==> config.mk <==
export PLATFORM = sky130hd
export DESIGN_NAME = ale_cell
export DESIGN_NICKNAME = d
export VERILOG_FILES = /design/src/hw/rtl/array_list_engine_assert.svh /design/src/hw/rtl/ale_pkg.sv /design/src/hw/rtl/ale_cell.sv
export SDC_FILE = /design/constraint.sdc
export NUM_CORES = 1
export LEC_CHECK = 0
export BUFFER_PORTS_ARGS = -buffer_cell sky130_fd_sc_hd__buf_2
export CORE_ASPECT_RATIO = 0.9
export CORE_MARGIN = 2
export CORE_UTILIZATION = 26
export CTS_BUF_LIST = sky130_fd_sc_hd__clkbuf_16
export CTS_CLUSTER_DIAMETER = 60
export CTS_CLUSTER_SIZE = 8
export DETAILED_ROUTE_END_ITERATION = 8
export PLACE_DENSITY = 0.55
export SYNTH_ARGS = -nofsm -noshare
export SYNTH_HDL_FRONTEND = slang
export SYNTH_SLANG_ARGS = --single-unit
==> constraint.sdc <==
create_clock -name clk -period 2.7 [get_ports clk]
set_input_delay 0 -clock clk [delete_from_list [all_inputs] [get_ports clk]]
set_output_delay 0 -clock clk [all_outputs]
set_load 0.05 [all_outputs]
==> src/hw/rtl/array_list_engine_assert.svh <==
// Assertion macros for the array list engine.
`ifndef ARRAY_LIST_ENGINE_ASSERT_SVH
`define ARRAY_LIST_ENGINE_ASSERT_SVH

`ifndef SYNTHESIS
// Same-cycle implication, sampled on clk, idle while rst_n is low.
`define ALE_ASSERT_NOW(lbl, ante, cons) \
    lbl: assert property (@(posedge clk) disable iff (!rst_n) (ante) |-> (cons)) \
        else $error("array_list_engine: same-cycle check failed");
// Next-cycle implication, sampled on clk, idle while rst_n is low.
`define ALE_ASSERT_NEXT(lbl, ante, cons) \
    lbl: assert property (@(posedge clk) disable iff (!rst_n) (ante) |=> (cons)) \
        else $error("array_list_engine: next-cycle check failed");
`else
`define ALE_ASSERT_NOW(lbl, ante, cons)
`define ALE_ASSERT_NEXT(lbl, ante, cons)
`endif

`endif

==> src/hw/rtl/ale_pkg.sv <==
// Shared types and constants for the array list engine.
package ale_pkg;

    localparam int unsigned CAPACITY_DEF = 128;

    typedef enum logic [2:0] {
        OP_INSERT = 3'd0,
        OP_DELETE = 3'd1,
        OP_GET    = 3'd2,
        OP_LOCATE = 3'd3,
        OP_PRED   = 3'd4,
        OP_SUCC   = 3'd5,
        OP_CLEAR  = 3'd6
    } op_t;

    // Search wave passed from cell to cell.
    typedef struct packed {
        logic               hit;        // first match already seen
        logic               succ_pend;  // next active cell supplies successor
        logic               ok;
        logic signed [31:0] data;
        logic [7:0]         found;
    } carry_t;

    // Command broadcast to every cell.
    typedef struct packed {
        logic [2:0]         op;
        logic [7:0]         pos;
        logic signed [31:0] key;
        logic               shift_up;
        logic               shift_down;
    } cell_ctrl_t;

endpackage

==> src/hw/rtl/ale_cell.sv <==
// One list entry with its shift path and search-wave stage.
module ale_cell #(
    parameter int unsigned INDEX   = 0,
    parameter int unsigned COUNT_W = 8
) (
    input  logic                      clk,
    input  ale_pkg::cell_ctrl_t       ctrl,
    input  logic [COUNT_W-1:0]        count,
    input  logic signed [31:0]        left_value,
    input  logic signed [31:0]        right_value,
    input  ale_pkg::carry_t           carry_in,
    output logic signed [31:0]        value,
    output ale_pkg::carry_t           carry_out
);
    import ale_pkg::*;

    localparam int unsigned PW = (COUNT_W > 8) ? COUNT_W : 8;

    logic signed [31:0] value_reg;
    logic signed [31:0] value_next;
    carry_t             carry_reg;
    carry_t             carry_next;
    logic               active;
    logic               at_pos;
    logic               above_pos;
    logic               match;

    assign active    = PW'(INDEX) < PW'(count);
    assign at_pos    = PW'(ctrl.pos) == PW'(INDEX + 1);
    assign above_pos = PW'(INDEX + 1) > PW'(ctrl.pos);
    assign match     = active && (value_reg == ctrl.key);

    always_comb
    begin
        value_next = value_reg;
        if (ctrl.shift_up)
        begin
            if (at_pos)
            begin
                value_next = ctrl.key;
            end
            else if (above_pos)
            begin
                value_next = left_value;
            end
        end
        else if (ctrl.shift_down)
        begin
            if (at_pos || above_pos)
            begin
                value_next = right_value;
            end
        end
    end

    always_comb
    begin
        carry_next = carry_in;
        unique case (op_t'(ctrl.op)) inside
            OP_DELETE, OP_GET:
            begin
                if (active && at_pos)
                begin
                    carry_next.ok   = 1'b1;
                    carry_next.data = value_reg;
                end
            end
            OP_LOCATE:
            begin
                if (match && !carry_in.hit)
                begin
                    carry_next.hit   = 1'b1;
                    carry_next.ok    = 1'b1;
                    carry_next.found = 8'(INDEX + 1);
                end
            end
            OP_PRED:
            begin
                if (match && !carry_in.hit)
                begin
                    carry_next.hit = 1'b1;
                    if (INDEX > 0)
                    begin
                        carry_next.ok   = 1'b1;
                        carry_next.data = left_value;
                    end
                end
            end
            OP_SUCC:
            begin
                if (carry_in.succ_pend && active)
                begin
                    carry_next.succ_pend = 1'b0;
                    carry_next.ok        = 1'b1;
                    carry_next.data      = value_reg;
                end
                if (match && !carry_in.hit)
                begin
                    carry_next.hit       = 1'b1;
                    carry_next.succ_pend = 1'b1;
                end
            end
            default:
            begin
                carry_next = carry_in;
            end
        endcase
    end

    always_ff @(posedge clk)
    begin
        value_reg <= value_next;
        carry_reg <= carry_next;
    end

    assign value     = value_reg;
    assign carry_out = carry_reg;

endmodule

==> metrics.txt <==
via count=between 3000 and 4000; Mapped Avg Cell Area=roughly 12 um2; final setup vio count=0; Final Skew=4.04 ps; Syn Inst Count=approximately 290; fin. max-slew vios=0; register area share after synthesis=0.531; largest net degree at the start of global routing=65; worst rel slew slack=0.563; initial core utilization=0.268; routability congestion estimate=between 0.8 and 0.9; LEAKAGE=between 2 and 3 nW; Ports=~240; row cnt=39; Layout Cells excl Fill=770; Core Box Area=~0.013 mm2; top-count cell post-synth=dfxtp_1; Worst-Margin Slew=655 ps; # Post-CTS Setup Buffers=0; WL/cell=approximately 15 um; die area=about 0.014 mm2; CTS buffer count=9; CP most frequent cell=nor4_1; Hold WC Path Type=input pin to flip-flop; CP peak stage delay=~520 ps; initial drt markers=between 90 and 100; Hold Buf Count CTS=70; Synth area leaders=edfxtp_1 28%, dfxtp_1 25%, mux2_1 9.8%; post-cts gate resize count=0; Clk Latency, worst-skew pair=about 340 ps; Crit. End Element=flip-flop; library cells used by synthesis=31; critical path required time=about 3000 ps; CP startpoint kind=flip-flop; CTS Buffer Depth=2; R2R cell count=6; post-synth top area cell=edfxtp_1; critical path's slowest cell=nor4_1; final wirelength=11900 um; post-synth top area share=0.280; Cell Area, Synth=around 0.0034 mm2; fin crit period=2050 ps; proportion of layout cells with a drive suffix above 1=0.434; buffers added on ports=~240; antenna fix cells=0; Largest register FFs=43; syn nets=~450; Post-synth EDFFs=32; GRT Overall Usage=0.165; clk root buf=clkbuf_16; Pwr per Cell Area=between 500 and 600 mW/mm2; DRC viols=0; RSZ-0062 raised after global routing=no; H-Tree Level Count=3; initial antenna violation count=0; WP data arrival=around 2300 ps; post-detail-place hpwl=slightly below 9000 um; asr flop ratio synth=0; total power=roughly 3 mW; Pre-antenna DRT Iters=5; TNS Setup=0 ps; ys flop type=dfxtp_1; Final ANT Viol Nets=0; critical setup path kind=flip-flop to flip-flop; total clock sinks=75; Hold Path Stages=3; placed cells=slightly below 700; vias per cell=4.49; fmax=487 MHz; CTS tree=built; Worst VDD drop=0.363 mV; status=completed; Ys Warns=0; worst-path maximum fanout=9; Final Hold Vio Count=0; Max Cap Viol=0; synth-to-layout area growth=69.1%; first-pass GRT wire length=roughly 18000 um; Synth top cells by count=43 x dfxtp_1, 34 x nor2_1, 33 x a21oi_1; #FFs+latches synth=between 70 and 80; Util after Layout=0.454; worst-path cell chain=xor2_1 > nor4_1 > nand2_1 > nor4_1 > buf_4 > or3_1; final worst path period share=0.761; Horiz. Die Dim=roughly 130 um; Hold WS=between 30 and 40 ps; die height=113 um; clock-pin transition on the worst setup and hold timing paths=around 60 ps; Fill cells=1242; vias in the first global route=between 3000 and 4000; Nets=around 760; total gr overflow=0
## per-layer routing
layer	wire length [um]	GRT usage
met1	4950	0.185
met4	254	0.0615
met5	0	0
met2	5830	0.297
met3	859	0.0487
## final timing paths
kind                       startpoint               endpoint  slack, ps
setup / recovery   value[8]$_DFFE_PP_  carry_out[40]$_DFF_P_        650
hold / removal           carry_in[41]  carry_out[41]$_DFF_P_         40
setup reg to reg   value[8]$_DFFE_PP_  carry_out[40]$_DFF_P_        650
hold reg to reg   value[25]$_DFFE_PP_  carry_out[33]$_DFF_P_        540
## per-stage QoR
step	setup WS [ps]	cell area (um2)
after floorplan	436	3430
final	646	5800
after CTS	645	5800
after detailed placement	517	4800
after global placement	592	4800
after global routing	462	5800
## cell type report
cell class	instances	area [um2]	share of cell area
clock buffer	10	250	0.0431
clock inverter	6	52.6	0.00906
multi-input combinational	203	1540	0.266
sequential	75	1820	0.314
tap	164	205	0.0354
timing repair buffer	312	1930	0.332
## logic make-up (layout without fill, tap and decap cells)
| kind of cell | Yosys count | after routing | synth area share |
|---|---|---|---|
| AOI/OAI and AO/OA | 39 | 39 | 0.0660 |
| xor gates and xnor gates | 32 | 32 | 0.0817 |
| buffers and inverters | 13 | 328 | 0.0208 |
| DFF | 75 | 75 | 0.531 |
| muxes | 64 | 64 | 0.198 |
| and+or+nand+nor | 68 | 68 | 0.102 |
## where the power goes
group          total, mW  switching (mW)  leakage [nW]  internal, mW
Combinational      0.540           0.298          2.04         0.242
Clock               1.23           0.470         0.154         0.761
Sequential          1.24          0.0127         0.661          1.23
## critical path, delay by kind of cell, from the launching register on
family	cells	cell delay (ps)
simple gates	4	1120
buf+inv	1	220
xor+xnor	1	210
flops	1	440
## cell usage in the layout (no fill, tap or decap), types with 2 or more instances in the layout
| cell type | count |
|---|---|
| buf_2 | 235 |
| dlygate4sd3_1 | 70 |
| dfxtp_1 | 43 |
| nor2_1 | 34 |
| a21oi_1 | 33 |
| xor2_1 | 32 |
| mux2i_1 | 32 |
| edfxtp_1 | 32 |
| mux2_1 | 30 |
| nor4_1 | 10 |
| clkbuf_16 | 10 |
| nor2b_1 | 7 |
| buf_4 | 7 |
| nor3_1 | 2 |
| or4b_1 | 2 |
| nand3b_1 | 2 |
| or2_2 | 2 |
| mux2_2 | 2 |
| clkinv_1 | 2 |
Power figures use the tool's default switching activity.
